## config.mk

```make
export PLATFORM = sky130hd
export DESIGN_NAME = solenoid_actuation_test_sequencer
export DESIGN_NICKNAME = d
export VERILOG_FILES = /design/src/rtl/core/sats_pkg.sv /design/src/rtl/core/sats_cfg.sv /design/src/rtl/core/sats_engine.sv /design/src/rtl/core/solenoid_actuation_test_sequencer.sv
export VERILOG_INCLUDE_DIRS = /design/src /design/src/rtl/core
export SDC_FILE = /design/constraint.sdc
export NUM_CORES = 1
export LEC_CHECK = 0
export CAP_MARGIN = 20
export CELL_PAD_IN_SITES_DETAIL_PLACEMENT = 2
export CELL_PAD_IN_SITES_GLOBAL_PLACEMENT = 2
export CORE_UTILIZATION = 44
export DETAILED_ROUTE_END_ITERATION = 8
export DONT_BUFFER_PORTS = 1
export PLACE_DENSITY = 0.85
export SYNTH_ARGS = -nofsm -noshare
export SYNTH_HDL_FRONTEND = slang
export SYNTH_SLANG_ARGS = --single-unit
```

## constraint.sdc

```tcl
create_clock -name clk -period 28.2 [get_ports clk]
set_input_delay 1.41 -clock clk [delete_from_list [all_inputs] [get_ports clk]]
set_output_delay 1.41 -clock clk [all_outputs]
set_load 0.02 [all_outputs]
```

## src/rtl/core/assert_macros.svh

```systemverilog
// assertion macros shared by the rtl modules
`ifndef ASSERT_MACROS_SVH
`define ASSERT_MACROS_SVH

// same-cycle implication, held off during reset
`define ASSERT_IMPLIES(label, clk, rst, ante, cons) \
  label: assert property (@(posedge clk) disable iff (rst) (ante) |-> (cons)) \
    else $error("assertion failed");

// next-cycle implication, held off during reset
`define ASSERT_NEXT(label, clk, rst, ante, cons) \
  label: assert property (@(posedge clk) disable iff (rst) (ante) |=> (cons)) \
    else $error("assertion failed");

`endif

```

## src/rtl/core/sats_pkg.sv

```systemverilog
// types and constants of the solenoid actuation test sequencer
package sats_pkg;

  localparam int LEVEL_W    = 8;
  localparam int MS_W       = 10;
  localparam int DUR_W      = 9;
  localparam int INTERVAL_W = 10;
  localparam int PHASE_W    = 3;
  localparam int TIMER_W    = 16;
  localparam int TOTAL_W    = 32;

  localparam int CFG_INDEX_W = 3;
  localparam int CFG_DATA_W  = 10;

  localparam int IN_TDATA_W  = 24;
  localparam int OUT_TDATA_W = 112;

  // configuration register indexes
  localparam logic [CFG_INDEX_W-1:0] REG_PULL_LEVEL    = 3'd0;
  localparam logic [CFG_INDEX_W-1:0] REG_HOLD_LEVEL    = 3'd1;
  localparam logic [CFG_INDEX_W-1:0] REG_PULL_TIME_MS  = 3'd2;
  localparam logic [CFG_INDEX_W-1:0] REG_ON_WINDOW_MS  = 3'd3;
  localparam logic [CFG_INDEX_W-1:0] REG_OFF_WINDOW_MS = 3'd4;

  // register reset values
  localparam logic [LEVEL_W-1:0] PULL_LEVEL_RST    = 8'd255;
  localparam logic [LEVEL_W-1:0] HOLD_LEVEL_RST    = 8'd100;
  localparam logic [MS_W-1:0]    PULL_TIME_MS_RST  = 10'd100;
  localparam logic [MS_W-1:0]    ON_WINDOW_MS_RST  = 10'd100;
  localparam logic [MS_W-1:0]    OFF_WINDOW_MS_RST = 10'd200;

  // input item kinds
  localparam logic CMD_TICK = 1'b0;
  localparam logic CMD_EDGE = 1'b1;

  typedef enum logic [PHASE_W-1:0] {
    PH_WAIT       = 3'd0,
    PH_DETECT_ON  = 3'd1,
    PH_PULL_REST  = 3'd2,
    PH_HOLD       = 3'd3,
    PH_DETECT_OFF = 3'd4
  } phase_t;

  typedef struct packed {
    logic [LEVEL_W-1:0] pull_level;
    logic [LEVEL_W-1:0] hold_level;
    logic [MS_W-1:0]    pull_time_ms;
    logic [MS_W-1:0]    on_window_ms;
    logic [MS_W-1:0]    off_window_ms;
  } cfg_t;

  typedef struct packed {
    logic                  command;
    logic [DUR_W-1:0]      on_duration;
    logic [INTERVAL_W-1:0] next_interval;
  } item_t;

  typedef struct packed {
    logic [LEVEL_W-1:0] drive_level;
    phase_t             phase;
    logic               test_done;
    logic               test_passed;
    logic [TOTAL_W-1:0] test_number;
    logic [TOTAL_W-1:0] passed_total;
    logic [TOTAL_W-1:0] failed_total;
  } result_t;

endpackage

```

## src/rtl/core/sats_cfg.sv

```systemverilog
// configuration registers of the sequencer
module sats_cfg (
  input  logic                               clk,
  input  logic                               rst,
  input  logic                               cfg_wr_en,
  input  logic [sats_pkg::CFG_INDEX_W-1:0]   cfg_index,
  input  logic [sats_pkg::CFG_DATA_W-1:0]    cfg_data,
  output sats_pkg::cfg_t                     cfg
);

  always_ff @(posedge clk) begin
    if (rst) begin
      cfg.pull_level    <= sats_pkg::PULL_LEVEL_RST;
      cfg.hold_level    <= sats_pkg::HOLD_LEVEL_RST;
      cfg.pull_time_ms  <= sats_pkg::PULL_TIME_MS_RST;
      cfg.on_window_ms  <= sats_pkg::ON_WINDOW_MS_RST;
      cfg.off_window_ms <= sats_pkg::OFF_WINDOW_MS_RST;
    end else if (cfg_wr_en) begin
      case (cfg_index)
        sats_pkg::REG_PULL_LEVEL:    cfg.pull_level    <= cfg_data[sats_pkg::LEVEL_W-1:0];
        sats_pkg::REG_HOLD_LEVEL:    cfg.hold_level    <= cfg_data[sats_pkg::LEVEL_W-1:0];
        sats_pkg::REG_PULL_TIME_MS:  cfg.pull_time_ms  <= cfg_data[sats_pkg::MS_W-1:0];
        sats_pkg::REG_ON_WINDOW_MS:  cfg.on_window_ms  <= cfg_data[sats_pkg::MS_W-1:0];
        sats_pkg::REG_OFF_WINDOW_MS: cfg.off_window_ms <= cfg_data[sats_pkg::MS_W-1:0];
        default: ;
      endcase
    end
  end

endmodule

```

## src/rtl/core/sats_engine.sv

```systemverilog
// test phase state, timers and counters, updated once per item
`include "assert_macros.svh"

module sats_engine #(
  parameter int INITIAL_INTERVAL_MS = 500,
  parameter int COUNT_BITS          = 32
) (
  input  logic              clk,
  input  logic              rst,
  input  sats_pkg::cfg_t    cfg,
  input  logic              item_valid,
  input  sats_pkg::item_t   item,
  output sats_pkg::result_t result
);

  sats_pkg::phase_t                      phase, phase_next;
  logic [sats_pkg::TIMER_W-1:0]          timer, timer_next;
  logic [sats_pkg::INTERVAL_W-1:0]       wait_interval, wait_interval_next;
  logic [sats_pkg::DUR_W-1:0]            hold_target, hold_target_next;
  logic                                  saw_on, saw_on_next;
  logic                                  saw_off, saw_off_next;
  logic [COUNT_BITS-1:0]                 tests_total, tests_total_next;
  logic [COUNT_BITS-1:0]                 passes_total, passes_total_next;
  logic [COUNT_BITS-1:0]                 fails_total, fails_total_next;
  logic                                  settle;
  logic                                  finish;
  logic                                  done;
  logic                                  passed;
  logic [sats_pkg::LEVEL_W-1:0]          drive;

  // next state
  always_comb begin
    phase_next         = phase;
    timer_next         = timer;
    wait_interval_next = wait_interval;
    hold_target_next   = hold_target;
    saw_on_next        = saw_on;
    saw_off_next       = saw_off;
    tests_total_next   = tests_total;
    passes_total_next  = passes_total;
    fails_total_next   = fails_total;
    settle             = 1'b0;
    finish             = 1'b0;
    done               = 1'b0;
    passed             = 1'b0;
    if (item_valid) begin
      if (item.command == sats_pkg::CMD_TICK) begin
        if (timer != '1) begin
          timer_next = timer + 1'b1;
        end
        if (phase == sats_pkg::PH_WAIT &&
            timer_next >= sats_pkg::TIMER_W'(wait_interval)) begin
          phase_next       = sats_pkg::PH_DETECT_ON;
          timer_next       = '0;
          hold_target_next = item.on_duration;
          saw_on_next      = 1'b0;
          saw_off_next     = 1'b0;
        end
        settle = 1'b1;
      end else begin
        case (phase)
          sats_pkg::PH_DETECT_ON: begin
            saw_on_next = 1'b1;
            phase_next  = sats_pkg::PH_PULL_REST;
            settle      = 1'b1;
          end
          sats_pkg::PH_DETECT_OFF: begin
            saw_off_next = 1'b1;
            finish       = 1'b1;
          end
          default: ;
        endcase
      end

      // fall through every phase whose limit is already reached
      if (settle) begin
        if (phase_next == sats_pkg::PH_DETECT_ON &&
            timer_next >= sats_pkg::TIMER_W'(cfg.on_window_ms)) begin
          phase_next = sats_pkg::PH_PULL_REST;
        end
        if (phase_next == sats_pkg::PH_PULL_REST &&
            timer_next >= sats_pkg::TIMER_W'(cfg.pull_time_ms)) begin
          phase_next = sats_pkg::PH_HOLD;
          timer_next = '0;
        end
        if (phase_next == sats_pkg::PH_HOLD &&
            timer_next >= sats_pkg::TIMER_W'(hold_target_next)) begin
          phase_next = sats_pkg::PH_DETECT_OFF;
          timer_next = '0;
        end
        if (phase_next == sats_pkg::PH_DETECT_OFF &&
            timer_next >= sats_pkg::TIMER_W'(cfg.off_window_ms)) begin
          finish = 1'b1;
        end
      end

      if (finish) begin
        done             = 1'b1;
        passed           = saw_on_next && saw_off_next;
        tests_total_next = tests_total + 1'b1;
        if (passed) begin
          passes_total_next = passes_total + 1'b1;
        end else begin
          fails_total_next = fails_total + 1'b1;
        end
        phase_next         = sats_pkg::PH_WAIT;
        timer_next         = '0;
        wait_interval_next = item.next_interval;
        saw_on_next        = 1'b0;
        saw_off_next       = 1'b0;
      end
    end
  end

  // drive level follows the phase after the update
  always_comb begin
    case (phase_next)
      sats_pkg::PH_DETECT_ON,
      sats_pkg::PH_PULL_REST: drive = cfg.pull_level;
      sats_pkg::PH_HOLD:      drive = cfg.hold_level;
      default:                drive = '0;
    endcase
  end

  always_comb begin
    result.drive_level  = drive;
    result.phase        = phase_next;
    result.test_done    = done;
    result.test_passed  = passed;
    result.test_number  = sats_pkg::TOTAL_W'(tests_total_next);
    result.passed_total = sats_pkg::TOTAL_W'(passes_total_next);
    result.failed_total = sats_pkg::TOTAL_W'(fails_total_next);
  end

  always_ff @(posedge clk) begin
    if (rst) begin
      phase         <= sats_pkg::PH_WAIT;
      timer         <= '0;
      wait_interval <= sats_pkg::INTERVAL_W'(INITIAL_INTERVAL_MS);
      hold_target   <= '0;
      saw_on        <= 1'b0;
      saw_off       <= 1'b0;
      tests_total   <= '0;
      passes_total  <= '0;
      fails_total   <= '0;
    end else begin
      phase         <= phase_next;
      timer         <= timer_next;
      wait_interval <= wait_interval_next;
      hold_target   <= hold_target_next;
      saw_on        <= saw_on_next;
      saw_off       <= saw_off_next;
      tests_total   <= tests_total_next;
      passes_total  <= passes_total_next;
      fails_total   <= fails_total_next;
    end
  end

  `ASSERT_IMPLIES(a_pass_needs_done, clk, rst, result.test_passed, result.test_done)
  `ASSERT_NEXT(a_done_back_to_wait, clk, rst, item_valid && done,
               phase == sats_pkg::PH_WAIT && timer == '0 && !saw_on && !saw_off)
  `ASSERT_NEXT(a_idle_holds_state, clk, rst, !item_valid,
               $stable(phase) && $stable(timer) && $stable(tests_total))

endmodule

```

## src/rtl/core/solenoid_actuation_test_sequencer.sv

```systemverilog
// solenoid actuation test sequencer: top level with input and result registers
//
// s_* channel: one item per transfer. s_tuser is the command (0 = 1 ms tick,
// 1 = endstop falling edge); s_tdata carries on_duration and next_interval.
// m_* channel: exactly one result per input item, in order, carrying the
// drive level, the phase, the test done/passed flags and three counters.
// cfg_* port: a write of register cfg_index with cfg_data when cfg_wr_en is
// high; write only while no item is in flight.
// path: an accepted item waits in the input register, and its result is
// registered in the result register, which drives m_tvalid.
// throughput: one item per cycle while m_tready is high; the phase and
// counter update is one pass of logic between the input register and the
// result register. if m_tready is low the result register holds and the
// input register still takes one more item; s_tready drops only when both
// are full. reset (rst, synchronous) empties both registers, restores the
// register defaults, puts the sequencer in the wait phase with an interval
// of INITIAL_INTERVAL_MS (500 ms by default) and clears all counters.
module solenoid_actuation_test_sequencer #(
  parameter int INITIAL_INTERVAL_MS = 500,
  parameter int COUNT_BITS          = 32
) (
  input  logic                                 clk,
  input  logic                                 rst,
  input  logic                                 s_tvalid,
  output logic                                 s_tready,
  // [8:0] on_duration, [18:9] next_interval, [23:19] zero
  input  logic [sats_pkg::IN_TDATA_W-1:0]      s_tdata,
  // [0] command
  input  logic                                 s_tuser,
  output logic                                 m_tvalid,
  input  logic                                 m_tready,
  // [7:0] drive_level, [10:8] phase, [11] test_done, [12] test_passed,
  // [44:13] test_number, [76:45] passed_total, [108:77] failed_total,
  // [111:109] zero
  output logic [sats_pkg::OUT_TDATA_W-1:0]     m_tdata,
  input  logic                                 cfg_wr_en,
  input  logic [sats_pkg::CFG_INDEX_W-1:0]     cfg_index,
  input  logic [sats_pkg::CFG_DATA_W-1:0]      cfg_data
);

  sats_pkg::cfg_t    cfg;
  sats_pkg::item_t   in_item;
  sats_pkg::result_t step_result;
  sats_pkg::result_t out_result;
  logic              in_valid;
  logic              advance;
  logic              s_accept;

  assign advance  = in_valid && (!m_tvalid || m_tready);
  assign s_tready = !in_valid || advance;
  assign s_accept = s_tvalid && s_tready;

  sats_cfg u_cfg (
    .clk       (clk),
    .rst       (rst),
    .cfg_wr_en (cfg_wr_en),
    .cfg_index (cfg_index),
    .cfg_data  (cfg_data),
    .cfg       (cfg)
  );

  sats_engine #(
    .INITIAL_INTERVAL_MS (INITIAL_INTERVAL_MS),
    .COUNT_BITS          (COUNT_BITS)
  ) u_engine (
    .clk        (clk),
    .rst        (rst),
    .cfg        (cfg),
    .item_valid (advance),
    .item       (in_item),
    .result     (step_result)
  );

  // input register
  always_ff @(posedge clk) begin
    if (rst) begin
      in_valid <= 1'b0;
    end else if (s_accept) begin
      in_valid <= 1'b1;
    end else if (advance) begin
      in_valid <= 1'b0;
    end
  end

  always_ff @(posedge clk) begin
    if (s_accept) begin
      in_item.command       <= s_tuser;
      in_item.on_duration   <= s_tdata[8:0];
      in_item.next_interval <= s_tdata[18:9];
    end
  end

  // result register
  always_ff @(posedge clk) begin
    if (rst) begin
      m_tvalid <= 1'b0;
    end else if (advance) begin
      m_tvalid <= 1'b1;
    end else if (m_tready) begin
      m_tvalid <= 1'b0;
    end
  end

  always_ff @(posedge clk) begin
    if (advance) begin
      out_result <= step_result;
    end
  end

  assign m_tdata = {3'b000,
                    out_result.failed_total,
                    out_result.passed_total,
                    out_result.test_number,
                    out_result.test_passed,
                    out_result.test_done,
                    out_result.phase,
                    out_result.drive_level};

  `ASSERT_NEXT(a_advance_fills_output, clk, rst, advance, m_tvalid)
  `ASSERT_NEXT(a_held_item_kept, clk, rst, in_valid && !advance, in_valid && m_tvalid)

endmodule
```

==> results.py <==
metrics = {
    "placed_design": {
        "io_buffers": 0,
        "dp_slack_ns": 14.43,
        "place_congestion": 0.821,
        "dp_cells": 1930,
        "place_area_um2": 15400,
        "detailed_place_hpwl_um": 29600,
    },
    "synthesis": {
        "synth_top_cell_area_share": 0.258,
        "async_flop_share": 0,
        "post-synth-top-count-cell": "nand2_1",
        "yosys-top-cells-count": "nand2_1 (185), dfxtp_1 (184), nor2_1 (133)",
        "synth_area_per_cell_um2": 9.73,
        "ys_seq_area_frac": 0.503,
        "synth-edff-count": 129,
        "syn_inst": 1543,
        "netlist_area_um2": 15000,
        "synthTopCellsByArea": "edfxtp_1 (26%), dfxtp_1 (25%), nand2_1 (4.6%), ha_1 (4.4%), nor2_1 (3.3%)",
        "synth_cell_type_count": 77,
        "synth_ff_type": "dfxtp_1",
        "synth.yosys.warnings": 0,
        "yosys.area.top_type": "edfxtp_1",
        "synth.ff_latch_count": 313,
    },
    "sta": {
        "hold_viol": 0,
        "fin_skew_ns": 0.0227,
        "report.final.slew_viol_count": 0,
        "tns_ns": 0,
        "worst_pin_slew_ns": 1.10,
        "rsz0062_at_grt": "false",
        "setup_viol": 0,
        "hold_slack_ns": 0.451,
        "layout_min_cycle_time_ns": 14.00,
        "setup_ws_ns": 14.20,
        "timing.fmax_mhz": 71.4,
        "max_slew_margin": 0.264,
        "post-route-period-util": 0.496,
    },
    "worst_setup_path": {
        "crit_fanout": 27,
        "cp_top_family": "compound AO/OA/AOI/OAI gates",
        "required_ns": 28.43,
        "startpoint_type": "flop",
        "cp_num_buf_inv": 3,
        "slowest_stage": "nor4b_1",
        "crit_top_cell": "ha_1",
        "worstSetupPathType": "flop to flop",
        "arrival_ns": 14.22,
        "cpPeakStageDelay_ns": 0.70,
        "worst_setup_path_end_kind": "flop",
    },
    "clock_tree": {
        "cts_setup_buffers": 0,
        "htree_levels": 2,
        "cts_tree": "done",
        "clk_latency_ns": 0.54,
        "clockRootBuffer": "clkbuf_16",
        "cts_hold_buf": 0,
        "cts_buffer_depth": 3,
        "cts_resized": 0,
        "cts.clk_slew.worst_paths_ns": 0.06,
        "clock_sinks": 313,
        "cts_buffers": 36,
    },
    "finish": {
        "synthToLayoutAreaGrowth_pct": 10.3,
        "fin_nets": 1616,
        "drive_gt1_frac": 0.0885,
        "utilization": 0.494,
        "fin_area_um2": 16600,
        "fin_cells": 1997,
    },
    "pwr": {
        "finalPower_mw": 1.00,
        "leakage_nw": 6.42,
        "powerDensity_nw_per_um2": 60.5,
        "peakVddDrop_uv": 50.8,
    },
    "die": {
        "ios": 157,
        "die_area_um2": 34900,
        "num_rows": 67,
        "initial_core_util": 0.448,
        "die_w_um": 187,
        "core_area_um2": 33500,
        "die_y_um": 187,
    },
    "run_status": {
        "status": "finished, final reports clean",
    },
    "drt": {
        "drt-total-wl_um": 46400,
        "routedWlPerCell_um": 23.2,
        "dr.pass1.iters": 5,
        "drt_drc_violations_left": 0,
        "drtIter0Drc": 514,
        "vias": 11700,
        "ant_nets": 0,
        "viasPerCell": 5.88,
    },
    "job": {
        "maxCapViolCount": 0,
    },
    "grt": {
        "overflow": 0,
        "grt_pass1_wl_um": 73300,
        "grt_pass1_vias": 12800,
        "antenna_found_initial": 1,
        "grt_max_degree": 218,
        "track_usage": 0.266,
    },
    "min_path": {
        "hp-class": "flop to flop",
    },
}
-- routing by layer --
| metal | vias to the layer above | track usage | wire, µm |
|---|---|---|---|
| met5 | - | 0 | 0 |
| met4 | 0 | 0.0958 | 1440 |
| met3 | 98 | 0.0440 | 1550 |
| met2 | 243 | 0.487 | 24300 |
| li1 | 5462 | - | - |
| met1 | 5931 | 0.310 | 19000 |
-- worst paths after layout --
kind	startpoint	to	slack, ns	cells after the start
worst min register to register	in_item[4]	u_engine.wait_interval[4]	0.45	1
worst max-delay path	u_engine.timer[0]	m_tdata[5]	14.20	48
worst max register to register	u_engine.timer[0]	m_tdata[5]	14.20	48
worst min-delay path	in_item[4]	u_engine.wait_interval[4]	0.45	1
-- final cells by class --
cell class,instances,area [µm²]
inverter,74,283
antenna,1,2.50
clock buffer,55,1030
fill,3487,17000
tap,448,561
clock inverter,11,120
timing repair buffer,18,135
sequential,313,7560
multi-input combinational,1077,6860
-- state kept, by name, indices dropped and copies added, names as in the netlist, 3 cells and up --
register                count
u_engine.wait_interval     10
in_item                    20
u_engine.phase              3
u_engine.passes_total      32
u_cfg.cfg                  46
u_engine.tests_total       32
u_engine.hold_target        9
u_engine.fails_total       32
m_tdata                   109
u_engine.timer             16
-- worst register-to-register path, delay by kind of cell (launching register included) --
family	cells	cell delay (ns)
fa+ha+maj	5	1.56
buf+inv	3	0.64
flops	1	0.55
simple gates	15	3.80
xor+xnor	1	0.22
compound gates	24	6.93
-- logic make-up (layout without fill, tap and decap cells) --
group	Yosys count	in the layout	share of synthesized area
compound gates	277	277	0.121
xor+xnor	57	57	0.0333
fa+ha+maj	53	53	0.0442
buf+inv	155	158	0.0405
flops	313	313	0.503
mux	56	56	0.0403
other cells	1	4	0.000250
simple gates	631	631	0.217
-- cell usage in the layout, fill, tap and decap left out, drive strengths merged, types with 21 or more instances in the layout --
cell type  Yosys  routed
a21oi         96      96
clkbuf        68      55
dfxtp        184     184
edfxtp       129     129
ha            53      53
inv           74      74
mux2          36      36
nand2        185     185
nand3         47      47
nand4         31      31
nor2         133     133
nor2b         53      53
nor3          32      32
o21ai         51      51
o31ai         21      21
or3           28      28
xnor2         37      37
-- where the power goes --
| part | switching [mW] | total [mW] | internal, mW |
|---|---|---|---|
| clock network | 0.192 | 0.464 | 0.273 |
| logic | 0.0249 | 0.0356 | 0.0107 |
| registers | 0.0163 | 0.501 | 0.485 |
(Power assumes the default switching activity.)
